**src/metronome_click_mixer_top_assert.svh**
```systemverilog
// ----------------------------------------------------------------------------
// Metronome click mixer assertion macros
// Concurrent checks clocked on i_clk and disabled while i_rst_n is low.
// ----------------------------------------------------------------------------
`ifndef METRONOME_CLICK_MIXER_TOP_ASSERT_SVH
`define METRONOME_CLICK_MIXER_TOP_ASSERT_SVH

`ifndef NO_ASSERTIONS

// cond must hold at every clock edge out of reset
`define MCM_ASSERT_ALWAYS(lbl, cond, msg) \
    lbl: assert property (@(posedge i_clk) disable iff (!i_rst_n) (cond)) \
        else $error(msg);

// cons must hold in the cycle after ante
`define MCM_ASSERT_NEXT(lbl, ante, cons, msg) \
    lbl: assert property (@(posedge i_clk) disable iff (!i_rst_n) (ante) |=> (cons)) \
        else $error(msg);

`else

`define MCM_ASSERT_ALWAYS(lbl, cond, msg)
`define MCM_ASSERT_NEXT(lbl, ante, cons, msg)

`endif

`endif

```
**src/mcm_pkg.sv**
```systemverilog
// ----------------------------------------------------------------------------
// Metronome click mixer package
// Widths, register indexes, reset values and shared types.
// ----------------------------------------------------------------------------
`default_nettype none

package mcm_pkg;

    localparam int SAMPLE_W   = 24;
    localparam int COEF_W     = 32;
    localparam int CFRAC      = 30;
    localparam int INC_W      = 32;
    localparam int GAIN_W     = 30;
    localparam int A1_W       = 32;
    localparam int A2_W       = 30;
    localparam int BEAT_W     = 32;
    localparam int CFG_IDX_W  = 8;
    localparam int CFG_DATA_W = 32;
    localparam int ACC_W      = 64;
    // quotient width after dropping the fractional bits of the accumulator
    localparam int Q_W        = ACC_W - CFRAC;
    // right shift from filter format to audio format (positive at these sizes)
    localparam int MIX_SH     = CFRAC - (SAMPLE_W - 1);
    localparam int CLICK_W    = COEF_W + 1 - MIX_SH;
    localparam int SUM_W      = CLICK_W + 1;

    typedef enum logic [CFG_IDX_W-1:0] {
        CFG_BEAT_INCREMENT = 8'd0,
        CFG_CLICK_GAIN     = 8'd1,
        CFG_RESONATOR_A1   = 8'd2,
        CFG_RESONATOR_A2   = 8'd3
    } t_cfg_idx;

    localparam logic [INC_W-1:0]         RST_BEAT_INCREMENT = 32'd0;
    localparam logic [GAIN_W-1:0]        RST_CLICK_GAIN     = 30'd10737418;
    localparam logic signed [A1_W-1:0]   RST_RESONATOR_A1   = -32'sd2122992671;
    localparam logic [A2_W-1:0]          RST_RESONATOR_A2   = 30'd1067578546;

    typedef struct packed {
        logic [INC_W-1:0]  beat_increment;
        logic [GAIN_W-1:0] click_gain;
        logic [A1_W-1:0]   resonator_a1;
        logic [A2_W-1:0]   resonator_a2;
    } t_cfg;

    typedef struct packed {
        logic              tick;
        logic [BEAT_W-1:0] whole;
        logic [BEAT_W-1:0] frac;
    } t_beat_pos;

endpackage

`default_nettype wire

```
**src/mcm_cfg_regs.sv**
```systemverilog
// ----------------------------------------------------------------------------
// Metronome click mixer configuration registers
// Holds beat increment, click gain and resonator coefficients.
// ----------------------------------------------------------------------------
`default_nettype none

module mcm_cfg_regs (
    input  wire logic                           i_clk,
    input  wire logic                           i_rst_n,
    input  wire logic                           i_wr,
    input  wire logic [mcm_pkg::CFG_IDX_W-1:0]  i_index,
    input  wire logic [mcm_pkg::CFG_DATA_W-1:0] i_data,
    output mcm_pkg::t_cfg                       o_cfg
);
    import mcm_pkg::*;

    t_cfg r_cfg;
    t_cfg n_cfg;

    always_comb begin
        n_cfg = r_cfg;
        if (i_wr) begin
            unique case (i_index)
                CFG_BEAT_INCREMENT: n_cfg.beat_increment = i_data[INC_W-1:0];
                CFG_CLICK_GAIN:     n_cfg.click_gain     = i_data[GAIN_W-1:0];
                CFG_RESONATOR_A1:   n_cfg.resonator_a1   = i_data[A1_W-1:0];
                CFG_RESONATOR_A2:   n_cfg.resonator_a2   = i_data[A2_W-1:0];
                default:            n_cfg                = r_cfg;
            endcase
        end
    end

    always_ff @(posedge i_clk) begin
        if (!i_rst_n) begin
            r_cfg.beat_increment <= RST_BEAT_INCREMENT;
            r_cfg.click_gain     <= RST_CLICK_GAIN;
            r_cfg.resonator_a1   <= RST_RESONATOR_A1;
            r_cfg.resonator_a2   <= RST_RESONATOR_A2;
        end else begin
            r_cfg <= n_cfg;
        end
    end

    assign o_cfg = r_cfg;

endmodule

`default_nettype wire

```
**config.mk**
```make
export PLATFORM = sky130hd
export DESIGN_NAME = mcm_cfg_regs
export DESIGN_NICKNAME = d
export VERILOG_FILES = /design/src/metronome_click_mixer_top_assert.svh /design/src/mcm_pkg.sv /design/src/mcm_cfg_regs.sv
export SDC_FILE = /design/constraint.sdc
export NUM_CORES = 1
export LEC_CHECK = 0
export ABC_AREA = 1
export BUFFER_PORTS_ARGS = -buffer_cell sky130_fd_sc_hd__buf_2
export CORE_ASPECT_RATIO = 0.6
export CORE_MARGIN = 4
export CORE_UTILIZATION = 50
export DETAILED_ROUTE_END_ITERATION = 12
export GPL_TIMING_DRIVEN = 0
export PLACE_DENSITY = 0.81
export SLEW_MARGIN = 40
export SYNTH_ARGS = -nofsm -noshare
export SYNTH_HDL_FRONTEND = slang
export SYNTH_SLANG_ARGS = --single-unit
```
**constraint.sdc**
```tcl
create_clock -name i_clk -period 1.6 [get_ports i_clk]
set_input_delay 0.32 -clock i_clk [delete_from_list [all_inputs] [get_ports i_clk]]
set_output_delay 0.32 -clock i_clk [all_outputs]
set_load 0.03 [all_outputs]
```
Word-level counts from Yosys, hierarchy flattened
Cells that the tools add are included.
{"block": "classes", "n_reduce_logical": 5, "eq_ne": 3}
{"operator": "equality test 8 x 2 -> 1 bit, second input constant", "count": 2}
{"operator": "equality test 8 x 1 -> 1 bit, second input constant", "count": 1}
{"operator": "logical NOT 8 bit", "count": 1}
{"operator": "AND reduction 2 bit", "count": 4}
{"block": "totals", "input_bits": 43, "out_inout_bits": 124, "regBits": 124, "elab_cells": 12}

Logic depth before layout (Yosys ltp)
{"block": "logic_depth", "depth_word": 2, "mapped_depth": 8, "mapped_depth_nobuf": 6}

Worst setup path before layout
OpenSTA, ideal clock, no wires.
{"block": "synth_path", "kind": "input -> register", "start": "input i_index[7] in the netlist's numbering", "end": "register r_cfg, in the netlist o_cfg[70]", "slack_ns": 0.356, "t_arrival_ns": 1.111, "setup_ns": 0.134, "path_buffers": 2, "cell_stages": 8, "t_required_ns": 1.466, "cell_sequence": "nor2_1 > nand2_1 > nor2_2 > buf_4 > nand2_2 > buf_4 > nand2_1 > nand3_1"}
{"block": "synth_between", "elab_chain_cells": 2}
{"item": "start: declaration", "line": "mcm_cfg_regs.sv:11", "source": "input wire logic [mcm_pkg::CFG_IDX_W-1:0] i_index,"}
{"item": "equality test 8 x 1 -> 1 bit", "line": "mcm_cfg_regs.sv:23", "source": "unique case (i_index)"}
{"item": "AND reduction 2 bit (no source line)"}
{"item": "end signal: assignment", "line": "mcm_cfg_regs.sv:40", "source": "r_cfg <= n_cfg;"}
{"item": "end: declaration", "line": "mcm_cfg_regs.sv:17", "source": "t_cfg r_cfg;"}
No other way between the ends.
A chain may end at the register's enable or synchronous reset.

Worst setup path in the final report
{"block": "layout_path", "start": "register r_cfg, in the netlist o_cfg[28]", "end": "output o_cfg[28] in the netlist's numbering"}
{"item": "end: declaration", "line": "mcm_cfg_regs.sv:13", "source": "output mcm_pkg::t_cfg o_cfg"}
No word-level cell between the ends.

==> impl_metrics.json <==
{
  "io_buffer_count": 165,
  "die_w_um": 137.3,
  "syn_nets": 726,
  "hp-start": "i_data[20]",
  "syn_to_final_growth_pct": 29.86,
  "rsz0062_at_grt": "false",
  "cp-start-kind": "register",
  "path_buf_inv": 1,
  "cts_resized": 0,
  "finalSetupViolCount": 0,
  "critPathTopFamily": "flip-flops",
  "final_util": 0.6886,
  "cts-root-buf": "clkbuf_16",
  "drt-wirelength-per-cell_um": 17.65,
  "synthCells": 683,
  "avgSynthCellArea_um2": 7.344,
  "critPathKind": "reg2out",
  "seq_area_mm2": 0.002482,
  "die_y_um": 85.59,
  "stdcell_count": 1004,
  "yosysSeqAreaShare": 0.4949,
  "cp_data_required_time_ns": 1.28,
  "hold_viol_final": 0,
  "arrival_ns": 1.02,
  "clock_latency_ns": 0.41,
  "ant_nets": 0,
  "clock_sinks": 124,
  "dr.first_iter.drc_count": 591,
  "placed_area_mm2": 0.006005,
  "cts_tree": "done",
  "ff2ff_path_depth": 2,
  "dp_hpwl_mm": 13.51,
  "ys_seq_elements": 124,
  "path_depth": 1,
  "total_power_uw": 6946,
  "tightestPinTransition_ns": 0.5726,
  "setup_tns_ns": 0,
  "num_vias": 5561,
  "antenna_found_initial": 1,
  "max_cap_violations": 0,
  "yosysTopAreaCell": "dfxtp_1",
  "fmax_mhz": 749.0,
  "design.core.area_mm2": 0.009459,
  "dp_cells": 978,
  "crit_start": "o_cfg[28]",
  "drt-pass1-iter-count": 5,
  "post_cts_buffers": 0,
  "synth_area_leaders": "dfxtp_1 (49%), nand3_1 (17%), nand2_1 (9.7%)",
  "track_usage": 0.3041,
  "drive_gt1_frac": 0.2689,
  "multiInputGateArea_mm2": 0.002068,
  "largest_register_ffs": 124,
  "slowest_stage": "dfxtp_1",
  "critPathMaxStageDelay_ns": 0.38,
  "cts_max_level": 4,
  "slew_violations": 0,
  "yosys_warnings": 0,
  "mostFrequentLayoutCell": "buf_2",
  "holdPathStages": 3,
  "numCtsBuffers": 17,
  "drc": 0,
  "final_cell_mix": "buf_2 (186), nand3_1 (170), nand2_1 (129)",
  "max_slew_margin": 0.6183,
  "io_pins": 167,
  "powerDensity_mw_per_mm2": 1066,
  "antenna_cells": 0,
  "die-area_mm2": 0.01175,
  "crit_path_end_kind": "output pin",
  "holdBufCountCts": 0,
  "gp_congestion": 0.9315,
  "timing.rr.start": "o_cfg[62]",
  "skew_ns": 0,
  "crit_chain": "buf_2",
  "gr-total-overflow": 0,
  "drt-total-wl_mm": 17.72,
  "nets": 910,
  "grt_pass1_vias": 5294,
  "p_leak_uw": 0.003247,
  "min_period_over_period": 0.8345,
  "syn-cell-area_mm2": 0.005016,
  "num_rows": 27,
  "synth_cell_type_count": 14,
  "ir_drop_v": 0.0009827,
  "clkTransAtPathRegs_ns": 0.05,
  "grt_max_degree": 17,
  "final_area_mm2": 0.006514,
  "start_util": 0.5303,
  "grt_pass1_wl_mm": 27.46,
  "fin_crit_ns": 1.335,
  "critPathMaxFanout": 2,
  "clockBufferDepth": 2,
  "fill_cells": 830,
  "synth_top_area_frac": 0.4949,
  "via_per_inst": 5.539,
  "hold_class": "in2reg",
  "status": "finished clean"
}
[per-layer routing]
metal	share of wire	vias to the layer above	GRT usage
met5	0.00040	-	0
met4	0.024	2	0.1132
met3	0.14	57	0.07972
met2	0.41	361	0.4366
met1	0.43	2553	0.4377
li1	-	2588	-
[final timing paths]
check / endpoint / slack (ns)
min: o_cfg[50] / 0.17
max: o_cfg[28] / 0.26
max reg2reg: o_cfg[62] / 0.95
min reg2reg: o_cfg[45] / 0.46
[synthesized netlist by cell type (all sizes together)]
library cell and count:
nand3 170, nand2 131, a21oi 78, nor2 84, buf 56, clkbuf 5, inv 35, dfxtp 124
[worst min-delay path, cell delays in order]
cell and delay (ns):
buf_2 0.09, nand3_1 0.07, nand3_1 0.07
[layout make-up]
cell class / count / area share
timing repair buffer: 165 / 0.1268
multi-input combinational: 463 / 0.3175
clock inverter: 4 / 0.006915
clock buffer: 22 / 0.07126
tap: 130 / 0.02497
buffer: 61 / 0.05129
inverter: 35 / 0.02017
sequential: 124 / 0.3811
[report_power, final]
part	switching, uW	internal (uW)
registers	4.38	3100
logic	319	109
clock network	1260	2150
[through the flow]
step	hold WS, ns	worst slack [ns]
after detailed placement	0.4426	0.005709
final	0.1702	0.2648
after global placement	0.4355	0.05637
after global routing	0.1708	0.2343
after floorplan	0.4744	0.3556
after CTS	0.1641	0.2607
[cell families (layout without fill, tap and decap cells)]
| kind of cell | count (synthesis) | after routing | share of synthesized area |
|---|---|---|---|
| buffers and inverters | 96 | 287 | 0.09279 |
| AND/OR/NAND/NOR | 385 | 385 | 0.3345 |
| flip-flops | 124 | 124 | 0.4949 |
| AO/OA/AOI/OAI | 78 | 78 | 0.07782 |
Power figures use the tool's default switching activity.
