==> src/metronome_click_mixer_top_assert.svh <==
// ----------------------------------------------------------------------------
// Metronome click mixer assertion macros
// Concurrent checks clocked on i_clk and disabled while i_rst_n is low.
// ----------------------------------------------------------------------------
`ifndef METRONOME_CLICK_MIXER_TOP_ASSERT_SVH
`define METRONOME_CLICK_MIXER_TOP_ASSERT_SVH

`ifndef NO_ASSERTIONS

// cond must hold at every clock edge out of reset
`define MCM_ASSERT_ALWAYS(lbl, cond, msg) \
    lbl: assert property (@(posedge i_clk) disable iff (!i_rst_n) (cond)) \
        else $error(msg);

// cons must hold in the cycle after ante
`define MCM_ASSERT_NEXT(lbl, ante, cons, msg) \
    lbl: assert property (@(posedge i_clk) disable iff (!i_rst_n) (ante) |=> (cons)) \
        else $error(msg);

`else

`define MCM_ASSERT_ALWAYS(lbl, cond, msg)
`define MCM_ASSERT_NEXT(lbl, ante, cons, msg)

`endif

`endif

==> src/mcm_pkg.sv <==
// ----------------------------------------------------------------------------
// Metronome click mixer package
// Widths, register indexes, reset values and shared types.
// ----------------------------------------------------------------------------
`default_nettype none

package mcm_pkg;

    localparam int SAMPLE_W   = 24;
    localparam int COEF_W     = 32;
    localparam int CFRAC      = 30;
    localparam int INC_W      = 32;
    localparam int GAIN_W     = 30;
    localparam int A1_W       = 32;
    localparam int A2_W       = 30;
    localparam int BEAT_W     = 32;
    localparam int CFG_IDX_W  = 8;
    localparam int CFG_DATA_W = 32;
    localparam int ACC_W      = 64;
    // quotient width after dropping the fractional bits of the accumulator
    localparam int Q_W        = ACC_W - CFRAC;
    // right shift from filter format to audio format (positive at these sizes)
    localparam int MIX_SH     = CFRAC - (SAMPLE_W - 1);
    localparam int CLICK_W    = COEF_W + 1 - MIX_SH;
    localparam int SUM_W      = CLICK_W + 1;

    typedef enum logic [CFG_IDX_W-1:0] {
        CFG_BEAT_INCREMENT = 8'd0,
        CFG_CLICK_GAIN     = 8'd1,
        CFG_RESONATOR_A1   = 8'd2,
        CFG_RESONATOR_A2   = 8'd3
    } t_cfg_idx;

    localparam logic [INC_W-1:0]         RST_BEAT_INCREMENT = 32'd0;
    localparam logic [GAIN_W-1:0]        RST_CLICK_GAIN     = 30'd10737418;
    localparam logic signed [A1_W-1:0]   RST_RESONATOR_A1   = -32'sd2122992671;
    localparam logic [A2_W-1:0]          RST_RESONATOR_A2   = 30'd1067578546;

    typedef struct packed {
        logic [INC_W-1:0]  beat_increment;
        logic [GAIN_W-1:0] click_gain;
        logic [A1_W-1:0]   resonator_a1;
        logic [A2_W-1:0]   resonator_a2;
    } t_cfg;

    typedef struct packed {
        logic              tick;
        logic [BEAT_W-1:0] whole;
        logic [BEAT_W-1:0] frac;
    } t_beat_pos;

endpackage

`default_nettype wire

==> src/mcm_beat_phase.sv <==
// ----------------------------------------------------------------------------
// Metronome click mixer beat phase
// Q32.32 beat accumulator with a carry flag that marks the next tick.
// ----------------------------------------------------------------------------
`default_nettype none

module mcm_beat_phase (
    input  wire logic                      i_clk,
    input  wire logic                      i_rst_n,
    input  wire logic                      i_advance,
    input  wire logic [mcm_pkg::INC_W-1:0] i_increment,
    output mcm_pkg::t_beat_pos             o_pos
);
    import mcm_pkg::*;

    logic [BEAT_W-1:0] r_whole;
    logic [BEAT_W-1:0] r_frac;
    logic              r_carry;
    logic [BEAT_W:0]   w_next;

    // increment is a pure fraction, so at most one carry per sample
    assign w_next = {1'b0, r_frac} + (BEAT_W + 1)'(i_increment);

    always_ff @(posedge i_clk) begin
        if (!i_rst_n) begin
            r_whole <= '0;
            r_frac  <= '0;
            r_carry <= 1'b0;
        end else if (i_advance) begin
            r_frac  <= w_next[BEAT_W-1:0];
            r_carry <= w_next[BEAT_W];
            r_whole <= r_whole + BEAT_W'(w_next[BEAT_W]);
        end
    end

    assign o_pos.tick  = r_carry;
    assign o_pos.whole = r_whole;
    assign o_pos.frac  = r_frac;

endmodule

`default_nettype wire

==> config.mk <==
export PLATFORM = sky130hd
export DESIGN_NAME = mcm_beat_phase
export DESIGN_NICKNAME = d
export VERILOG_FILES = /design/src/metronome_click_mixer_top_assert.svh /design/src/mcm_pkg.sv /design/src/mcm_beat_phase.sv
export SDC_FILE = /design/constraint.sdc
export NUM_CORES = 1
export LEC_CHECK = 0
export BUFFER_PORTS_ARGS = -buffer_cell sky130_fd_sc_hd__buf_2
export CAP_MARGIN = 15
export CORE_UTILIZATION = 57
export CTS_BUF_LIST = sky130_fd_sc_hd__clkbuf_4 sky130_fd_sc_hd__clkbuf_8
export DETAILED_ROUTE_END_ITERATION = 7
export PLACE_DENSITY = 0.84
export SYNTH_ARGS = -nofsm -noshare
export SYNTH_HDL_FRONTEND = slang
export SYNTH_SLANG_ARGS = --single-unit
==> constraint.sdc <==
create_clock -name i_clk -period 10.92 [get_ports i_clk]
set_clock_uncertainty 0.05 [all_clocks]
set_input_delay 2.73 -clock i_clk [delete_from_list [all_inputs] [get_ports i_clk]]
set_output_delay 2.73 -clock i_clk [all_outputs]
set_load 0.005 [all_outputs]
Word level (Yosys, flattened, before mapping):

Index checks and enable logic that the tools add are counted.

* word-level logic and storage cells: 5
* register bits after elaboration: 65

* $add $sub $neg: 2

Operator list (number)
* 32-bit by 32-bit adder with 33-bit output: 1
* 32-bit by 1-bit adder with 32-bit output: 1

Logic depth before layout (Yosys ltp):

Gate-level depths: netlist of the first run.

* depth after elaboration: 2
* depth in mapped cells: 17
* depth with buffers taken out: 17

Worst setup path after synthesis of the first run:

Ideal clock, no wire load.

* path kind: input to register
* start point: input i_increment[8] in the netlist's numbering
* end point: register r_whole[24]
* setup time: 0.070 ns
* arrival: 5.861 ns
* slack: 4.939 ns
* stages: 15
* path through: ha_1 > and4_4 > a221o_2 > a211oi_1 > o21ai_1 > a21boi_0 > o21ai_0 > ha_1 > ha_1 > nand4_1 > nor2_1 > nand2_1 > or3_1 > or3_1 > a21oi_1

* word-level cells in the longest chain between the ends: 2

RTL lines
* from (decl): line mcm_beat_phase.sv:11 `input wire logic [mcm_pkg::INC_W-1:0] i_increment,`
* 32-bit by 32-bit adder with 33-bit output: line mcm_beat_phase.sv:22 `assign w_next = {1'b0, r_frac} + (BEAT_W + 1)'(i_increment);`
* named net w_next[32]: line mcm_beat_phase.sv:19 `logic [BEAT_W:0] w_next;`
* 32-bit by 1-bit adder with 32-bit output: line mcm_beat_phase.sv:32 `r_whole <= r_whole + BEAT_W'(w_next[BEAT_W]);`
* to (signal assigned): line mcm_beat_phase.sv:32
* to (decl): line mcm_beat_phase.sv:16 `logic [BEAT_W-1:0] r_whole;`

The timed path passes the listed nets, and every way through them passes these cells.
A chain may end at the register's enable or synchronous reset.

Final worst setup path of the first run:

* start point: input i_increment[8] in the netlist's numbering
* end point: register r_whole[29]

Same word-level chain as after synthesis.

==> results of run 1 <==
==> synthesized netlist by cell type, types with 2 or more instances <==
| master | count |
|---|---|
| a211o_1 | 4 |
| a211oi_1 | 6 |
| a21boi_0 | 3 |
| a21o_1 | 16 |
| a21oi_1 | 40 |
| a221o_1 | 4 |
| a22o_1 | 2 |
| a22oi_1 | 3 |
| a31o_2 | 2 |
| a31oi_1 | 4 |
| and2_1 | 7 |
| and3_1 | 6 |
| and4_1 | 4 |
| buf_2 | 2 |
| clkbuf_1 | 18 |
| dfxtp_1 | 65 |
| ha_1 | 34 |
| inv_1 | 7 |
| mux2i_1 | 10 |
| nand2_1 | 46 |
| nand3_1 | 22 |
| nand3b_1 | 3 |
| nand4_1 | 12 |
| nand4b_1 | 2 |
| nor2_1 | 58 |
| nor2b_1 | 3 |
| nor3_1 | 10 |
| nor4_1 | 3 |
| o2111ai_1 | 3 |
| o211ai_1 | 4 |
| o21a_1 | 5 |
| o21ai_0 | 28 |
| o21bai_1 | 3 |
| o31ai_1 | 3 |
| or2_2 | 4 |
| or3_1 | 10 |
| xnor2_1 | 16 |
| xor2_1 | 23 |
==> report_power, final <==
part	switching [W]	internal, W
registers	0.0000161	0.000258
clock network	0.000103	0.000119
logic	0.000149	0.000110
total	0.000268	0.000487
==> logic make-up (layout without fill, tap and decap cells) <==
| family | Yosys count | count (layout) |
|---|---|---|
| xor+xnor | 39 | 39 |
| mux | 10 | 10 |
| fa+ha+maj | 35 | 35 |
| flops | 65 | 65 |
| buf+inv | 29 | 125 |
| simple gates | 196 | 196 |
| compound gates | 146 | 146 |
==> worst max-delay path by stage <==
| stage | start | end | slack (ns) | cells after the start |
|---|---|---|---|---|
| after floorplan | i_increment[8] | r_whole[24]$_SDFFE_PN0P_ | 4.94 | 15 |
| final | i_increment[8] | r_whole[29]$_SDFFE_PN0P_ | 4.54 | 16 |
| after CTS | i_increment[8] | r_whole[29]$_SDFFE_PN0P_ | 4.57 | 16 |
| after global placement | i_increment[8] | r_whole[29]$_SDFFE_PN0P_ | 4.44 | 16 |
| after detailed placement | i_increment[8] | r_whole[29]$_SDFFE_PN0P_ | 4.20 | 16 |
| after global routing | i_increment[19] | r_whole[29]$_SDFFE_PN0P_ | 4.04 | 16 |
==> sequential cells by signal (all words and copies together) (netlist names) <==
signal,cells
r_carry,1
r_frac,32
r_whole,32
==> layer usage <==
layer,wire length (um),part of all wire [%]
met3,606,5.6
met1,4819,45
met5,0,0
met2,5080,47
met4,246,2.3
==> critical path, cell delays in order <==
cell and delay, ns:
buf_2 0.11, ha_1 0.37, and4_4 0.29, a221o_2 0.19, a211oi_1 0.06, o21ai_1 0.26, a21boi_0 0.19, o21ai_0 0.29
ha_1 0.26, nand3_1 0.12, nor3_1 0.44, nand2_1 0.26, nor4_1 0.60, nand3_1 0.17, xor2_1 0.16, nor2_1 0.05
==> final cells by class <==
cell class,count,area [um^2]
flip-flops and latches,65,1301
multi-input cells,426,2838
repair buffers,101,510.5
clock buffers,11,151.4
fillers,626,2197
well taps,99,123.9
clock inverters,5,62.56
inverters,8,30.03
==> through the flow <==
step,cell area (um^2),instances
final,5017,715
after global routing,5017,715
after CTS,5017,715
after detailed placement,4803,699
after global placement,4803,699
after floorplan,4254,520
==> results.json, run 1 <==
{
  "gr-total-overflow": 0,
  "layout_common_cells": "buf_2 (99), dfxtp_1 (65), nor2_1 (58), nand2_1 (46), a21oi_1 (40)",
  "leakagePower_nw": 2.326,
  "clkSinkCount": 65,
  "cts_tree": "yes",
  "tightestPinTransition_ns": 0.8105,
  "io_buffer_count": 99,
  "crit_type": "in -> reg",
  "syn_avg_cell_area_um2": 8.181,
  "cp-end-kind": "flip-flop",
  "grt_max_degree": 44,
  "clk_latency_ns": 0.35,
  "wl_per_cell_um": 15.04,
  "drc": 0,
  "final_core_util_pct": 69.55,
  "clk_pin_slew_ns": 0.08,
  "setup_viol": 0,
  "clockRootBuffer": "clkbuf_8",
  "final_antenna_net_count": 0,
  "yosys.area.top_type": "dfxtp_1",
  "grt_util_met2_pct": 45.94,
  "total_power_w": 0.0007554,
  "synth_cells": 520,
  "cts_max_level": 3,
  "reg2reg_to": "r_whole[29]$_SDFFE_PN0P_",
  "fp.dieH_um": 88.39,
  "hold_ws_ns": 0.4238,
  "worstSetupStartpointType": "input port",
  "post_cts_buffers": 0,
  "area_growth_pct": 17.94,
  "drtIter0Drc": 237,
  "synth_seq_cells": 65,
  "cts_buffers": 9,
  "critPathMaxFanout": 6,
  "met1_usage_pct": 37.93,
  "gr-usage-met3_pct": 4.011,
  "n_antenna_cell": 0,
  "worstHoldPathCells": 2,
  "fmax_mhz": 156.8,
  "clk_path_buf_depth": 2,
  "pre_cts_slack_ns": 4.202,
  "syn-cell-area_um2": 4254,
  "nNetsFinal": 681,
  "ctsResizeCount": 0,
  "reg2reg_depth": 15,
  "syn-num-nets": 590,
  "setup_ws_ns": 4.542,
  "routed-via-count": 4268,
  "synth_compound_area_share_pct": 23.24,
  "final-hold-violation-count": 0,
  "rsz0062_at_grt": "no",
  "yosys_warnings": 0,
  "grt.total_usage_pct": 28.56,
  "yosys.area_share.simple_pct": 22.62,
  "drtPass1Iterations": 5,
  "drive_gt1_share_pct": 21.43,
  "post_synth_fa_ha_maj_area_fraction_pct": 10.47,
  "final_common_cell": "buf_2",
  "synth.area.mux_share_pct": 2.353,
  "drv_cap": 0,
  "outcome": "complete, no violations",
  "wl_um": 10750,
  "holdPathEnd": "r_frac[29]$_SDFFE_PN0P_",
  "gp_congestion": 0.9528,
  "ys_async_sr_fraction_pct": 0,
  "yosys_most_used_dff": "dfxtp_1",
  "crit_arrival_ns": 6.56,
  "grt_pass1_wl_um": 17680,
  "cp.required_ns": 11.10,
  "holdBufCountCts": 0,
  "dp_hpwl_um": 7813,
  "worst-r2r-setup-slack_ns": 6.68,
  "finalCriticalPeriod_ns": 6.378,
  "synthXorXnorAreaFrac_pct": 8.029,
  "synth_area_leaders": "dfxtp_1 (31%), ha_1 (10%), nor2_1 (5.1%)",
  "r2r-start": "r_frac[8]$_SDFFE_PN0P_",
  "core_area_um2": 7214,
  "synth_top_family_by_area": "compound AO/OA/AOI/OAI gates",
  "synth_edf_count": 0,
  "grt_busiest_layer": "met2",
  "vdd.ir_drop.worst_mv": 0.1098,
  "maxSlewHeadroom_pct": 45.77,
  "worstHoldStart": "r_frac[29]$_SDFFE_PN0P_",
  "ios": 100,
  "pwr_density_cell_nw_per_um2": 150.6,
  "antenna_found_initial": 0,
  "hold_class": "reg -> reg",
  "synth.top_cell.area_share_pct": 30.59,
  "setup_tns_ns": 0,
  "routed_via_density": 5.969,
  "dieArea_um2": 7813,
  "start_util_pct": 58.97,
  "ys_types": 63,
  "first_global_vias": 3850,
  "min_period_over_period_pct": 58.41,
  "drv_slew": 0,
  "die_w_um": 88.39,
  "num_rows": 31,
  "seq_area_frac_synth_pct": 30.59
}
(Power assumes the default switching activity.)
==> inputs of run 2 (changes only) <==
--- a/config.mk
+++ b/config.mk
@@ -7,10 +7,10 @@
 export LEC_CHECK = 0
 export BUFFER_PORTS_ARGS = -buffer_cell sky130_fd_sc_hd__buf_2
 export CAP_MARGIN = 15
-export CORE_UTILIZATION = 57
+export CORE_UTILIZATION = 51
 export CTS_BUF_LIST = sky130_fd_sc_hd__clkbuf_4 sky130_fd_sc_hd__clkbuf_8
 export DETAILED_ROUTE_END_ITERATION = 7
-export PLACE_DENSITY = 0.84
+export PLACE_DENSITY = 0.79
 export SYNTH_ARGS = -nofsm -noshare
 export SYNTH_HDL_FRONTEND = slang
 export SYNTH_SLANG_ARGS = --single-unit
==> constraint.sdc (replaced) <==
create_clock -name i_clk -period 5.7 [get_ports i_clk]
set_clock_uncertainty 0.05 [all_clocks]
set_input_delay 1.425 -clock i_clk [delete_from_list [all_inputs] [get_ports i_clk]]
set_output_delay 1.425 -clock i_clk [all_outputs]
set_load 0.005 [all_outputs]
==> results.json, run 2 (same netlist as run 1, synthesis figures left out) <==
{
  "top_layer": "met4",
  "final_common_cell": "buf_2",
  "ctsResizeCount": 0,
  "worstSetupStartpointType": "input port",
  "internal_power_w": 0.0008616,
  "dieArea_um2": 8710,
  "drtPass1Iterations": 5,
  "grt.total_usage_pct": 25.59,
  "start_util_pct": 53.93,
  "reg2reg_depth": 15,
  "finalCriticalPeriod_ns": 4.907,
  "wl_per_cell_um": 15.02,
  "crit_cells": 16,
  "placedCellCount": 703,
  "fmax_mhz": 203.8,
  "clk_latency_ns": 0.34,
  "crit_buf_inv": 1,
  "worstHoldPathCells": 2,
  "multiInputGateArea_um2": 2838,
  "core_area_um2": 7888,
  "critPathMaxFanout": 5,
  "die_w_um": 93.33,
  "cts_max_level": 3,
  "critPathTopFamily": "simple AND/OR/NAND/NOR gates",
  "pwr_density_cell_nw_per_um2": 273.8,
  "crit_type": "in -> reg",
  "drv_slew": 0,
  "grt_pass1_wl_um": 17900,
  "clockRootBuffer": "clkbuf_8",
  "antenna_found_initial": 0,
  "setup_viol": 0,
  "rsz0062_at_grt": "no",
  "cts_tree": "yes",
  "gp_congestion": 0.9156,
  "leakagePower_nw": 2.311,
  "routed-wl-met3_um": 533,
  "drive_gt1_share_pct": 21.43,
  "tightestPinTransition_ns": 0.7912,
  "final_antenna_net_count": 0,
  "final-hold-violation-count": 0,
  "seq_area_um2": 1301,
  "vdd.ir_drop.worst_mv": 0.1321,
  "holdBufCountCts": 0,
  "ios": 100,
  "n_antenna_cell": 0,
  "cts_buffers": 9,
  "routed_via_density": 5.854,
  "met1Wirelength_um": 4781,
  "drv_cap": 0,
  "cp_common_cell": "ha_1",
  "outcome": "complete, no violations",
  "dp_hpwl_um": 8105,
  "dr_wl_met2_um": 5325,
  "gr-total-overflow": 0,
  "clkPwrFrac_pct": 25.4,
  "wl_um": 10790,
  "clk_pin_slew_ns": 0.08,
  "p_sw_share_pct": 36.87,
  "share_seq_of_total_power_pct": 38.4,
  "path_cells": "buf_2, ha_1, and4_4, a221o_2, a211oi_1, o21ai_1, a21boi_0, o21ai_0, ha_1, ha_1, nand4_1, nor2_1, nand2_1, or3_1, or3_1, a21oi_1",
  "clk_path_buf_depth": 2,
  "grt_max_degree": 43,
  "area_growth_pct": 17.18,
  "clkSinkCount": 65,
  "cp-end-kind": "flip-flop",
  "nNetsFinal": 682,
  "routed-via-count": 4203,
  "total_power_w": 0.001365,
  "io_buffer_count": 99,
  "fill_cells": 688,
  "hold_ws_ns": 0.4237,
  "share_comb_of_total_power_pct": 36.2,
  "layout_common_cells": "buf_2 (99), dfxtp_1 (65), nor2_1 (58), nand2_1 (46), a21oi_1 (40)",
  "cp.required_ns": 5.92,
  "cp_slowest_stage_delay_ns": 0.46,
  "setup_tns_ns": 0,
  "top_regs": "r_frac x32, r_whole x32, r_carry x1",
  "drc": 0,
  "drtIter0Drc": 216,
  "fp.dieH_um": 93.33,
  "num_rows": 32,
  "crit_path_top_delay_cell": "or3_1",
  "crit_arrival_ns": 5.13,
  "p_sw_w": 0.0005032,
  "maxSlewHeadroom_pct": 47.06,
  "hold_class": "reg -> reg",
  "min_period_over_period_pct": 86.08,
  "fin_cells": 718,
  "first_global_vias": 3914,
  "post_cts_buffers": 0
}
[run 2: cell count changes in the layout (fill, tap and decap cells not counted), sizes merged]
cell	previous run	this run
clkinv	2	5
bufinv	1	0
clkbuf	11	9
inv	8	7
buf	101	102
[run 2: per-stage QoR]
stage                     setup slack [ns]  util [%]  area (um^2)
after global placement              0.6257     61.04         4815
final                               0.7934     63.20         4985
after CTS                           0.8083     63.20         4985
after floorplan                      1.024         -         4254
after global routing                0.3674     63.20         4985
after detailed placement            0.4654     61.04         4815
[run 2: path summary, 6_finish.rpt]
| path | startpoint | end | slack (ns) |
|---|---|---|---|
| max | i_increment[7] | r_whole[26]$_SDFFE_PN0P_ | 0.79 |
| min | r_frac[29]$_SDFFE_PN0P_ | r_frac[29]$_SDFFE_PN0P_ | 0.42 |
| max reg2reg | r_frac[8]$_SDFFE_PN0P_ | r_whole[26]$_SDFFE_PN0P_ | 1.64 |
| min reg2reg | r_frac[29]$_SDFFE_PN0P_ | r_frac[29]$_SDFFE_PN0P_ | 0.42 |
[run 2: metal layers]
metal,vias to the layer above,GRT usage (%)
li1,2099,-
met1,1960,32.40
met2,131,43.93
met3,13,4.553
met4,0,8.077
met5,-,0
[run 2: cell type report]
cell class / count / area share, %
clock buffers: 9 / 2.485
clock inverters: 6 / 0.9287
inverters: 8 / 0.6024
multi-input cells: 426 / 56.93
flip-flops and latches: 65 / 26.10
well taps: 102 / 2.560
repair buffers: 102 / 10.39
[run 2: worst reg2reg max path: stages (launching register included)]
cell and delay (ns):
dfxtp_1 0.33, ha_1 0.37, and4_4 0.28, a221o_2 0.19, a211oi_1 0.06, o21ai_1 0.25, a21boi_0 0.19, o21ai_0 0.29
ha_1 0.26, ha_1 0.18, nand4_1 0.16, nor2_1 0.28, nand2_1 0.16, or3_1 0.46, or3_1 0.34, a21oi_1 0.14
[run 2: power by group through the flow]
stage	clock, W	sequential [W]	combinational [W]
2_1_floorplan	0	0.000535	0.000351
3_3_place_gp	0	0.000533	0.000475
3_5_place_dp	0	0.000536	0.000484
4_1_cts	0.000359	0.000525	0.000488
5_1_grt	0.000380	0.000531	0.000550
6_report	0.000346	0.000524	0.000494
