[src/metronome_click_mixer_top_assert.svh]
// ----------------------------------------------------------------------------
// Metronome click mixer assertion macros
// Concurrent checks clocked on i_clk and disabled while i_rst_n is low.
// ----------------------------------------------------------------------------
`ifndef METRONOME_CLICK_MIXER_TOP_ASSERT_SVH
`define METRONOME_CLICK_MIXER_TOP_ASSERT_SVH

`ifndef NO_ASSERTIONS

// cond must hold at every clock edge out of reset
`define MCM_ASSERT_ALWAYS(lbl, cond, msg) \
    lbl: assert property (@(posedge i_clk) disable iff (!i_rst_n) (cond)) \
        else $error(msg);

// cons must hold in the cycle after ante
`define MCM_ASSERT_NEXT(lbl, ante, cons, msg) \
    lbl: assert property (@(posedge i_clk) disable iff (!i_rst_n) (ante) |=> (cons)) \
        else $error(msg);

`else

`define MCM_ASSERT_ALWAYS(lbl, cond, msg)
`define MCM_ASSERT_NEXT(lbl, ante, cons, msg)

`endif

`endif

[src/mcm_pkg.sv]
// ----------------------------------------------------------------------------
// Metronome click mixer package
// Widths, register indexes, reset values and shared types.
// ----------------------------------------------------------------------------
`default_nettype none

package mcm_pkg;

    localparam int SAMPLE_W   = 24;
    localparam int COEF_W     = 32;
    localparam int CFRAC      = 30;
    localparam int INC_W      = 32;
    localparam int GAIN_W     = 30;
    localparam int A1_W       = 32;
    localparam int A2_W       = 30;
    localparam int BEAT_W     = 32;
    localparam int CFG_IDX_W  = 8;
    localparam int CFG_DATA_W = 32;
    localparam int ACC_W      = 64;
    // quotient width after dropping the fractional bits of the accumulator
    localparam int Q_W        = ACC_W - CFRAC;
    // right shift from filter format to audio format (positive at these sizes)
    localparam int MIX_SH     = CFRAC - (SAMPLE_W - 1);
    localparam int CLICK_W    = COEF_W + 1 - MIX_SH;
    localparam int SUM_W      = CLICK_W + 1;

    typedef enum logic [CFG_IDX_W-1:0] {
        CFG_BEAT_INCREMENT = 8'd0,
        CFG_CLICK_GAIN     = 8'd1,
        CFG_RESONATOR_A1   = 8'd2,
        CFG_RESONATOR_A2   = 8'd3
    } t_cfg_idx;

    localparam logic [INC_W-1:0]         RST_BEAT_INCREMENT = 32'd0;
    localparam logic [GAIN_W-1:0]        RST_CLICK_GAIN     = 30'd10737418;
    localparam logic signed [A1_W-1:0]   RST_RESONATOR_A1   = -32'sd2122992671;
    localparam logic [A2_W-1:0]          RST_RESONATOR_A2   = 30'd1067578546;

    typedef struct packed {
        logic [INC_W-1:0]  beat_increment;
        logic [GAIN_W-1:0] click_gain;
        logic [A1_W-1:0]   resonator_a1;
        logic [A2_W-1:0]   resonator_a2;
    } t_cfg;

    typedef struct packed {
        logic              tick;
        logic [BEAT_W-1:0] whole;
        logic [BEAT_W-1:0] frac;
    } t_beat_pos;

endpackage

`default_nettype wire

[src/mcm_mixer.sv]
// ----------------------------------------------------------------------------
// Metronome click mixer output mix
// Rounds the resonator output to audio format and adds it with saturation.
// ----------------------------------------------------------------------------
`default_nettype none

module mcm_mixer (
    input  wire logic signed [mcm_pkg::COEF_W-1:0]   i_y,
    input  wire logic signed [mcm_pkg::SAMPLE_W-1:0] i_audio,
    output logic signed [mcm_pkg::SAMPLE_W-1:0]      o_mixed
);
    import mcm_pkg::*;

    localparam logic signed [COEF_W:0] HALF = (COEF_W + 1)'(1) << (MIX_SH - 1);

    logic signed [COEF_W:0]       w_rnd;
    logic signed [CLICK_W-1:0]    w_click;
    logic signed [SUM_W-1:0]      w_sum;
    logic [SUM_W-SAMPLE_W:0]      w_top;
    logic                         w_ovf;

    assign w_rnd   = (COEF_W + 1)'(i_y) + HALF;
    assign w_click = w_rnd[COEF_W:MIX_SH];
    assign w_sum   = SUM_W'(w_click) + SUM_W'(i_audio);
    assign w_top   = w_sum[SUM_W-1:SAMPLE_W-1];
    assign w_ovf   = !((&w_top) || !(|w_top));

    always_comb begin
        if (w_ovf) begin
            o_mixed = w_sum[SUM_W-1] ? {1'b1, {(SAMPLE_W-1){1'b0}}}
                                     : {1'b0, {(SAMPLE_W-1){1'b1}}};
        end else begin
            o_mixed = w_sum[SAMPLE_W-1:0];
        end
    end

endmodule

`default_nettype wire

[config.mk]
export PLATFORM = sky130hd
export DESIGN_NAME = mcm_mixer
export DESIGN_NICKNAME = d
export VERILOG_FILES = /design/src/metronome_click_mixer_top_assert.svh /design/src/mcm_pkg.sv /design/src/mcm_mixer.sv
export SDC_FILE = /design/constraint.sdc
export NUM_CORES = 1
export LEC_CHECK = 0
export BUFFER_PORTS_ARGS = -buffer_cell sky130_fd_sc_hd__buf_2
export CAP_MARGIN = 20
export CORE_MARGIN = 5
export CORE_UTILIZATION = 30
export DETAILED_ROUTE_END_ITERATION = 8
export PLACE_DENSITY = 0.56
export SETUP_SLACK_MARGIN = 0.2
export SKIP_LAST_GASP = 1
export SLEW_MARGIN = 20
export SYNTH_ARGS = -nofsm -noshare
export SYNTH_HDL_FRONTEND = slang
export SYNTH_SLANG_ARGS = --single-unit
[constraint.sdc]
create_clock -name vclk -period 6.1
set_clock_uncertainty 0.1 [all_clocks]
set_input_delay 0.915 -clock vclk [all_inputs]
set_output_delay 0.915 -clock vclk [all_outputs]
set_load 0.02 [all_outputs]
# Word-level counts from Yosys, hierarchy flattened
# Index checks and enable logic that the tools add are counted.
# op_classes
add_sub_neg	2
mux	2
n_reduce_logical	4
# op_table
operator	n
2-to-1 mux 24 bit	2
adder 32 x 8 -> 33 bit, second input constant	1
adder 26 x 24 -> 27 bit	1
AND reduction 4 bit	1
OR reduction 4 bit	1
logical NOT 1 bit	1
logical OR 1 bit	1
# word_totals
reg_bits	0
in_bits	56
out_inout_bits	24
word_cells	8

# Longest topological paths before layout
# Gate-level depths: netlist of run 1.
# logic_depth
word_depth	6
mapped_depth	17
ltp_nobuf	15

# Least setup slack after synthesis of run 1
# No wires, ideal clock.
# synth_timing
path_kind	input-to-output
from	input i_y[9] (netlist name)
to	output o_mixed[22] (netlist name)
arrival_time_ns	4.511
t_required_ns	5.085
path_slack_ns	0.574
stages	16
cell_sequence	and4_1 -> nand3_1 -> or4_1 -> nor2_1 -> nand2_1 -> xnor2_1 -> ha_1 -> clkbuf_1 -> nand4_1 -> or2_2 -> a2111oi_2 -> o2111ai_1 -> a21oi_2 -> a31oi_2 -> buf_6 -> a21oi_1
# synth_between
elab_chain_len	6
elab_cells_between_ends	8
# synth_lines
element	line	rtl
start, declared	mcm_mixer.sv:8	input wire logic signed [mcm_pkg::COEF_W-1:0] i_y,
adder 32 x 8 -> 33 bit (*)	mcm_mixer.sv:22	assign w_rnd = (COEF_W + 1)'(i_y) + HALF;
adder 26 x 24 -> 27 bit (*)	mcm_mixer.sv:24	assign w_sum = SUM_W'(w_click) + SUM_W'(i_audio);
OR reduction 4 bit	mcm_mixer.sv:26	assign w_ovf = !((&w_top) || !(|w_top));
logical NOT 1 bit	mcm_mixer.sv:26	
logical OR 1 bit	mcm_mixer.sv:26	
2-to-1 mux 24 bit (*)	mcm_mixer.sv:29	if (w_ovf) begin
end, declared	mcm_mixer.sv:10	output logic signed [mcm_pkg::SAMPLE_W-1:0] o_mixed
# Every way passes the cells marked *; elsewhere a longest branch is shown, timed or not.

# Final worst setup path of run 1
# layout_timing
from	input i_y[14] (netlist name)
to	output o_mixed[22] (netlist name)
# Same word-level chain as after synthesis.

==> results.md, run 1 <==
* Total vias in the final route at 2316
* Final cell area excluding filler cells at 0.002734 mm²
* All-layer global routing usage at 0.1318
* Via count of the first global-routing pass at 2167
* Highest-delay cell along the critical path: sky130_fd_sc_hd__or4_4
* Worst min-delay path category: primary input to output port
* First-pass iteration count of the detailed router at 4
* Hold_ws at around 2.2 ns
* Setup violation total in the final timing report at 0
* Post-synth net total at 385
* Placed Instance Area at between 0.002 and 0.003 mm²
* Max Transition Viols Final at 0
* Mean post-synth cell area at between 7 and 8 µm²
* CTS hold repair buffers at 0
* Synth Warn # at 0
* Total number of nets in the final design at 461
* Die outline area at roughly 0.009 mm²
* Antenna cell count at 0
* Violation count after the first detailed-routing iteration at around 120
* IO Pins at 80
* Part of the Yosys area used for sequential elements at 0
* Count of maximum capacitance violations at 0
* Pin count of the biggest net entering global routing at 18
* Die X at approximately 94 µm
* Adder-cell share of the synthesized area at 0.1932
* DR WL/cell at ~13 µm
* Worst Setup Slack, final at 0.3832 ns
* Layout cell share with drive strength beyond 1 at 0.3315
* Top achievable clock speed at 174.9 MHz
* Initial antenna violation count at 0
* Endpoint type of the worst setup path: output port
* Biggest area consumer among synthesized cells: sky130_fd_sc_hd__ha_1
* Vias per cell at just under 5
* Cell breakdown of the critical path: buf_2 -> and4_1 -> nand3_1 -> or4_4 -> nor2_4 -> buf_4 -> nand2_1 -> xnor2_1 -> ha_1 -> nand4_1 -> nor2_1 -> a221o_1 -> or4_1 -> o2111ai_2 -> a21oi_2 -> o31ai_4 -> buf_4 -> buf_12 -> a21oi_1 -> buf_2
* Power per unit of standard cell area at 157.2 mW/mm²
* Clock buffer instance count of the final layout at 0
* Share of the synthesized netlist area taken by xor and xnor gates at 0.1950
* Total Neg Setup Slack at 0 ns
* Post-synthesis cell area at 0.002111 mm²
* Critical Path Source Type: primary input
* Max-Slew Margin vs Limit at 0.6758
* Row cnt at 30
* Final Power at 429.8 µW
* Largest voltage drop on the vdd net at around 39 µV
* Detailed placer's ending HPWL at 5.414 mm
* Initial core utilization at 0.3090
* FFs & Latches at 0
* Kind of critical path: primary input to output port
* Total grt overflow at 0
* Worst Min Path Start: i_audio[0]
* Seq. cell area at 0 µm²
* Data required time at the worst endpoint at 5.08 ns
* Terminating pin of the worst hold path: o_mixed[0]
* Number of nets still failing antenna checks after routing at 0
* Post-synthesis compound-gate area fraction at 0.3521
* Slew @ Worst Pin at approximately 0.48 ns
* Simple-gate portion of the synthesized area at 0.2152
* Main combinational cell family by area after synthesis: compound AO/OA/AOI/OAI gates
* Number of buffer and inverter instances along the worst setup path at 5
* Count of unique library cells instantiated by Yosys at 43
* IO buf count at 74
* Setup repair after global routing missed its margin: true
* Total routed wirelength at 6.227 mm
* Layout Area Growth over Synthesis at 29.52%
* Static leakage at 1.186 nW
* Final Hold Fails at 0
* Floorplan core area at about 0.0068 mm²
* Result of the run: finished clean
* Critical Path Fanout Max at 9
* Data arrival at the endpoint of the critical path at ~4.7 ns
* Fin crit share at 0.9372
* Top area cells in the synthesized netlist: sky130_fd_sc_hd__ha_1 (18%), sky130_fd_sc_hd__xnor2_1 (14%), sky130_fd_sc_hd__a21oi_2 (9.1%), sky130_fd_sc_hd__a21oi_1 (6.6%), sky130_fd_sc_hd__nand2_1 (6.4%)
* Worst setup timing slack at the placement stage at 0.1377 ns
* Max incr delay on CP at 0.54 ns
* Area share of the largest cell type after synthesis at 0.1838
* Cell count after synthesis at slightly below 300
* Wire length of the first global-routing pass at about 9.8 mm
* Number of cells on the worst hold path at 5
* Period minus WS final at 5.717 ns
* DRC violations left at 0
* Crit-path leading delay family: simple AND/OR/NAND/NOR gates
* Mux contribution to synthesized area at 0
* Routability cong. at ~0.86
* Die Span Y at 93.88 µm
[how the worst max path moves through the flow]
stage             endpoint  depth (start not counted)     from
3_5_place_dp   o_mixed[14]                         18   i_y[8]
6_report       o_mixed[22]                         20  i_y[14]
3_3_place_gp    o_mixed[1]                         18   i_y[8]
5_1_grt        o_mixed[22]                         20  i_y[14]
4_1_cts        o_mixed[22]                         18   i_y[8]
2_1_floorplan  o_mixed[22]                         16   i_y[9]
[kinds of logic after synthesis]
group | Yosys count
buffers and inverters | 18
AND/OR/NAND/NOR | 98
XOR/XNOR | 47
AO/OA/AOI/OAI | 102
adder cells (fa/ha/maj) | 32
[power breakdown]
part | switching [mW] | internal (mW)
clock | 0 | 0
sequential | 0 | 0
combinational | 0.254 | 0.176
total | 0.254 | 0.176
[timing repair]
action	in CTS	in global routing
pin swaps	1	2
cloned	0	1
endpoints found under the setup margin	23	23
gates resized for setup	3	13
buffers inserted	0	2
[synth_stat cells (2+ instances only)]
library cell,number
sky130_fd_sc_hd__xor2_1,14
sky130_fd_sc_hd__buf_6,3
sky130_fd_sc_hd__a21oi_1,28
sky130_fd_sc_hd__clkbuf_1,6
sky130_fd_sc_hd__nand3_1,16
sky130_fd_sc_hd__xnor2_1,33
sky130_fd_sc_hd__nand4_1,9
sky130_fd_sc_hd__o21bai_1,6
sky130_fd_sc_hd__a21o_1,6
sky130_fd_sc_hd__and3_1,3
sky130_fd_sc_hd__a21boi_0,2
sky130_fd_sc_hd__inv_1,8
sky130_fd_sc_hd__o21ai_0,12
sky130_fd_sc_hd__a31oi_1,3
sky130_fd_sc_hd__o21ai_1,2
sky130_fd_sc_hd__nor2_1,22
sky130_fd_sc_hd__ha_1,31
sky130_fd_sc_hd__o21a_1,2
sky130_fd_sc_hd__nand2_1,36
sky130_fd_sc_hd__a41o_1,2
sky130_fd_sc_hd__and2_1,2
sky130_fd_sc_hd__a211oi_1,2
sky130_fd_sc_hd__or4_1,3
sky130_fd_sc_hd__a21oi_2,22
sky130_fd_sc_hd__o211ai_1,4
sky130_fd_sc_hd__nor3_1,2
sky130_fd_sc_hd__and4_1,2
[cell usage in the layout (no fill, tap or decap), drive strengths merged]
cell type	n
buf	83
a21oi	50
nand2	36
xnor2	33
ha	31
nor2	22
nand3	16
xor2	14
o21ai	14
nand4	9
inv	8
a21o	6
o21bai	6
o211ai	4
a31oi	4
and3	3
or4	3
a21boi	2
o21a	2
and2	2
a41o	2
a211oi	2
nor3	2
and4	2
a221oi	2
o2111a	1
a41oi	1
or2	1
a2111oi	1
a221o	1
o2111ai	1
o31a	1
nor2b	1
a31o	1
o31ai	1
or3	1
fa	1
clkbuf	1
[routing by layer]
metal | GRT usage | part of all wire | vias to the layer above
met3 | 0.002404 | 0.019 | 0
met1 | 0.2007 | 0.52 | 1043
li1 | - | - | 1242
met4 | 0 | 0 | 0
met2 | 0.2188 | 0.46 | 31
met5 | 0 | 0 | -
[per-stage QoR]
step	utilization	cells
2_1_floorplan	-	297
3_3_place_gp	0.3828	464
3_5_place_dp	0.3828	464
4_1_cts	0.3850	464
5_1_grt	0.4002	467
6_report	0.4002	467
[cell type report]
cell class,count,area (µm²)
inverter,8,30.03
fill,773,4098
timing repair buffer,84,491.7
tap,96,120.1
multi-input combinational,279,2092
(Power assumes the default switching activity.)
==> run 2: changes to the inputs <==
--- a/config.mk
+++ b/config.mk
@@ -10,7 +10,7 @@
 export CORE_MARGIN = 5
 export CORE_UTILIZATION = 30
 export DETAILED_ROUTE_END_ITERATION = 8
-export PLACE_DENSITY = 0.56
+export PLACE_DENSITY = 0.58
 export SETUP_SLACK_MARGIN = 0.2
 export SKIP_LAST_GASP = 1
 export SLEW_MARGIN = 20
==> constraint.sdc (replaced) <==
create_clock -name vclk -period 5.2
set_clock_uncertainty 0.1 [all_clocks]
set_input_delay 0.78 -clock vclk [all_inputs]
set_output_delay 0.78 -clock vclk [all_outputs]
set_load 0.02 [all_outputs]
==> run 2 against run 1 <==
  * The flow now finishes with violations (negative setup slack)
  * Largest power group unchanged
  * Utilization up 11 points
  * Combinational power up 56%
  * Flip-flop and latch count unchanged
  * Power up 56%
  * Final cell count up 12%
  * First-iteration DRC count down 37%
  * Routed wire length up 11%
==> results.md, run 2 (synthesis results as in run 1) <==
* Most common cell after layout, fill and taps aside: sky130_fd_sc_hd__buf_4
* DR WL/cell at 13.19 µm
* Result of the run: finished, violations left
* Slew @ Worst Pin at roughly 0.42 ns
* Number of buffer and inverter instances along the worst setup path at 5
* Row cnt at 30
* Violations in the final reports: negative setup slack
* Max incr delay on CP at roughly 0.51 ns
* Vias per cell at roughly 4.9
* All-layer global routing usage at 0.1556
* Non-filler instance count after layout at 524
* Data arrival at the endpoint of the critical path at 4.48 ns
* Count of maximum capacitance violations at 0
* Wire length of the first global-routing pass at between 10 and 15 mm
* Setup repair after global routing missed its margin: true
* Clock buffer instance count of the final layout at 0
* Floorplan core area at 0.006832 mm²
* Pin count of the biggest net entering global routing at 12
* Total number of nets in the final design at 518
* Die X at 93.88 µm
* Final Hold Fails at 0
* Top achievable clock speed at 186.6 MHz
* IO Pins at 80
* DRC violations left at 0
* Most used cells in the layout excluding fill and tap cells: sky130_fd_sc_hd__buf_4 (62), sky130_fd_sc_hd__buf_2 (55), sky130_fd_sc_hd__nand2_1 (36)
* First-pass iteration count of the detailed router at 4
* Die Span Y at 93.88 µm
* Worst Setup Slack, final at -0.1585 ns
* Period minus WS final at roughly 5.4 ns
* Via count of the first global-routing pass at 2553
* Initial antenna violation count at 0
* Total placed cells including tap cells at 511
* Crit-path leading delay family: simple AND/OR/NAND/NOR gates
* Worst min-delay path category: primary input to output port
* Max Transition Viols Final at 0
* Routability cong. at 0.8859
* Static leakage at 1.557 nW
* Seq. cell area at 0 µm²
* Max-Slew Margin vs Limit at 0.7179
* Critical Path Fanout Max at 5
* Total grt overflow at 0
* FFs & Latches at 0
* Total routed wirelength at around 6.9 mm
* Power per unit of standard cell area at around 190 mW/mm²
* Highest-delay cell along the critical path: sky130_fd_sc_hd__or4_4
* Die outline area at 0.008813 mm²
* Largest voltage drop on the vdd net at 149.2 µV
* Total vias in the final route at 2565
* Fin crit share at 1.030
* Cell breakdown of the critical path: buf_6 -> and4_4 -> nand3_4 -> or4_4 -> nor2_4 -> nand2_1 -> xnor2_1 -> ha_1 -> a21oi_2 -> o21bai_1 -> a221o_1 -> or4_4 -> o2111ai_2 -> a21oi_2 -> o31ai_4 -> buf_6 -> buf_6 -> buf_12 -> a21oi_2 -> buf_4
* Hold_ws at 1.962 ns
* Violation count after the first detailed-routing iteration at 75
* Data required time at the worst endpoint at 4.32 ns
* Antenna cell count at 0
* Kind of critical path: primary input to output port
* Endpoint type of the worst setup path: output port
* Critical Path Source Type: primary input
* Layout Area Growth over Synthesis at 63.60%
* Initial core utilization at 0.3090
* Layout cell share with drive strength beyond 1 at 0.4369
* Worst setup timing slack at the placement stage at -0.2323 ns
* IO buf count at 74
* Setup violation total in the final timing report at 23
* Detailed placer's ending HPWL at 5.964 mm
* Number of nets still failing antenna checks after routing at 0
==> run 2: worst paths after layout <==
| kind | startpoint | end | slack (ns) | cells past startpoint |
|---|---|---|---|---|
| max | i_y[15] | o_mixed[15] | -0.16 | 20 |
| min | i_audio[0] | o_mixed[0] | 1.96 | 5 |
==> run 2: routing by layer <==
layer,track usage,vias up,routed length [µm]
met5,0,-,0
met4,0.01083,0,59
met3,0.005609,4,218
met2,0.2915,47,3516
met1,0.2041,1156,3118
li1,-,1358,-
==> run 2: layout make-up <==
class	instances	area [µm²]
fillers	709	3378
inverters	8	30.03
multi-input cells	279	2225
well taps	96	120.1
repair buffers	141	1079
==> run 2: power by group <==
part | internal (mW) | switching [mW] | total (mW) | leakage (nW)
clock network | 0 | 0 | 0 | 0
registers | 0 | 0 | 0 | 0
logic | 0.321 | 0.349 | 0.670 | 1.56
total | 0.321 | 0.349 | 0.670 | 1.56
==> run 2: repair_timing <==
item / in CTS / in global routing
cloned: 2 / 0
pin swaps: 8 / 8
resized for setup: 35 / 13
setup buffers: 7 / 4
hold buffers: 0 / 0
setup endpoints to repair: 23 / 23
==> run 2: through the flow <==
stage / instance area, µm² / util / TNS, ns / power [mW]
final: 3453 / 0.5055 / -3.214 / 0.6700
after global placement: 3124 / 0.4573 / -4.088 / 0.5615
after floorplan: 2272 / - / 0 / 0.3870
after global routing: 3453 / 0.5055 / -7.292 / 0.7209
after detailed placement: 3124 / 0.4573 / -4.581 / 0.5645
after CTS: 3382 / 0.4951 / -3.647 / 0.6523
==> run 3: changes to the inputs <==
--- a/config.mk
+++ b/config.mk
@@ -10,7 +10,7 @@
 export CORE_MARGIN = 5
 export CORE_UTILIZATION = 30
 export DETAILED_ROUTE_END_ITERATION = 8
-export PLACE_DENSITY = 0.58
+export PLACE_DENSITY = 0.56
 export SETUP_SLACK_MARGIN = 0.2
 export SKIP_LAST_GASP = 1
 export SLEW_MARGIN = 20
==> constraint.sdc (replaced) <==
create_clock -name vclk -period 6.3
set_clock_uncertainty 0.1 [all_clocks]
set_input_delay 0.945 -clock vclk [all_inputs]
set_output_delay 0.945 -clock vclk [all_outputs]
set_load 0.02 [all_outputs]
==> run 3 against run 2 <==
  * The run now ends clean
  * Sequential share of layout area unchanged
  * Die area unchanged
  * Flip-flop and latch count unchanged
  * First-iteration DRC count up 41%
  * Worst hold slack better by 0.33 ns
  * Count of clock-buffer cells in the layout unchanged
  * Via count down 9.6%
  * Utilization down 12 points
  * Non-clock buffer count down 59
  * Largest cell class unchanged
  * Largest power group unchanged
==> results.md, run 3 (synthesis results as in run 1) <==
* Result of the run: finished clean
* Worst min-delay path category: primary input to output port
* Fin crit share at 0.9231
* Data required time at the worst endpoint at 5.25 ns
* Crit-path leading delay family: simple AND/OR/NAND/NOR gates
* Die Span Y at 93.88 µm
* Non-filler instance count after layout at 465
* Max incr delay on CP at 0.53 ns
* FFs & Latches at 0
* IO Pins at 80
* Most used cells in the layout excluding fill and tap cells: sky130_fd_sc_hd__buf_2 (74), sky130_fd_sc_hd__nand2_1 (36), sky130_fd_sc_hd__xnor2_1 (33)
* Total Neg Setup Slack at 0 ns
* CTS hold repair buffers at 0
* Vias per cell at 4.985
* Kind of critical path: primary input to output port
* All-layer global routing usage at 0.1313
* Top achievable clock speed at 172.0 MHz
* Total vias in the final route at 2318
* Total number of nets in the final design at roughly 460
* Setup repair after global routing missed its margin: false
* Filler Cell Count at between 700 and 800
* Total routed wirelength at 6.136 mm
* First-pass iteration count of the detailed router at 4
* Multi-input logic area at 0.002048 mm²
* Cell breakdown of the critical path: buf_2 -> and4_1 -> nand3_1 -> or4_4 -> nor2_2 -> buf_4 -> nand4_1 -> xnor2_1 -> ha_1 -> a21oi_1 -> o21ai_0 -> or4_1 -> o2111ai_1 -> a21oi_2 -> o31ai_4 -> buf_4 -> a21oi_2 -> buf_2
* Max-Slew Margin vs Limit at 0.6905
* Layout Area Growth over Synthesis at 25.73%
* Initial antenna violation count at 0
* Total grt overflow at 0
* Detailed placer's ending HPWL at 5.490 mm
* Clock buffer instance count of the final layout at 0
* Via count of the first global-routing pass at around 2200
* Post CTS Setup Buffer Count at 0
* Highest-delay cell along the critical path: sky130_fd_sc_hd__or4_4
* Wire length of the first global-routing pass at 9.860 mm
* Die X at 93.88 µm
* Layout cell share with drive strength beyond 1 at 0.3089
* Seq. cell area at 0 µm²
* Data arrival at the endpoint of the critical path at 4.77 ns
* Die outline area at 0.008813 mm²
* Setup violation total in the final timing report at 0
* DRC violations left at 0
* Critical Path Fanout Max at 6
* Final Hold Fails at 0
* Max Transition Viols Final at 0
* DR WL/cell at 13.20 µm
* Antenna cell count at 0
* Initial core utilization at 0.3090
* Number of nets still failing antenna checks after routing at 0
* Number of buffer and inverter instances along the worst setup path at 4
* Routability cong. at 0.8602
* Endpoint type of the worst setup path: output port
* Critical Path Source Type: primary input
* Slew @ Worst Pin at 0.4610 ns
* Total placed cells including tap cells at approximately 470
* Power per unit of standard cell area at roughly 150 mW/mm²
* Row cnt at 30
* Most common cell after layout, fill and taps aside: sky130_fd_sc_hd__buf_2
* Period minus WS final at 5.815 ns
* Static leakage at 1.157 nW
* Count of maximum capacitance violations at 0
* Violation count after the first detailed-routing iteration at 106
* Largest voltage drop on the vdd net at 40.25 µV
* Pin count of the biggest net entering global routing at 18
* IO buf count at 74
* Number of gates resized after CTS at 0
* Floorplan core area at 0.006832 mm²
==> run 3: worst min-delay path, cell delays in order <==
cell and delay, ns:
sky130_fd_sc_hd__buf_2 0.08, sky130_fd_sc_hd__ha_1 0.12, sky130_fd_sc_hd__inv_1 0.03, sky130_fd_sc_hd__a21oi_1 0.10
sky130_fd_sc_hd__buf_2 0.17
==> run 3: final timing paths <==
| check | start | cells past startpoint | endpoint | slack [ns] |
|---|---|---|---|---|
| worst max-delay path | i_y[8] | 18 | o_mixed[17] | 0.48 |
| worst min-delay path | i_audio[0] | 5 | o_mixed[0] | 2.29 |
==> run 3: final cells by class <==
type / instances / share of cell area
Inverter: 8 / 0.01132
Timing Repair Buffer: 82 / 0.1716
Tap cell: 96 / 0.04526
Multi-Input combinational cell: 279 / 0.7718
==> run 3: layer usage <==
metal,up-vias,routed length (µm),track usage
li1,1237,-,-
met1,1050,3144,0.1949
met2,31,2851,0.2212
met3,0,140,0.006410
met4,0,0,0
met5,-,0,0
==> run 3: through the flow <==
step | instance area [µm²] | hold slack (ns) | util | worst slack (ns) | total power, mW
CTS | 2623 | 2.304 | 0.3839 | 0.3200 | 0.3949
floorplan | 2111 | 2.171 | - | 0.7143 | 0.2792
detailed placement | 2623 | 2.302 | 0.3839 | 0.3308 | 0.3936
finish | 2654 | 2.290 | 0.3885 | 0.4845 | 0.3968
global route | 2654 | 2.395 | 0.3885 | 0.2516 | 0.4320
global placement | 2623 | 2.290 | 0.3839 | 0.3464 | 0.3911
==> run 3: report_power, final <==
group,leakage (nW),switching [mW],internal (mW)
clock,0,0,0
combinational,1.16,0.241,0.156
sequential,0,0,0
total,1.16,0.241,0.156
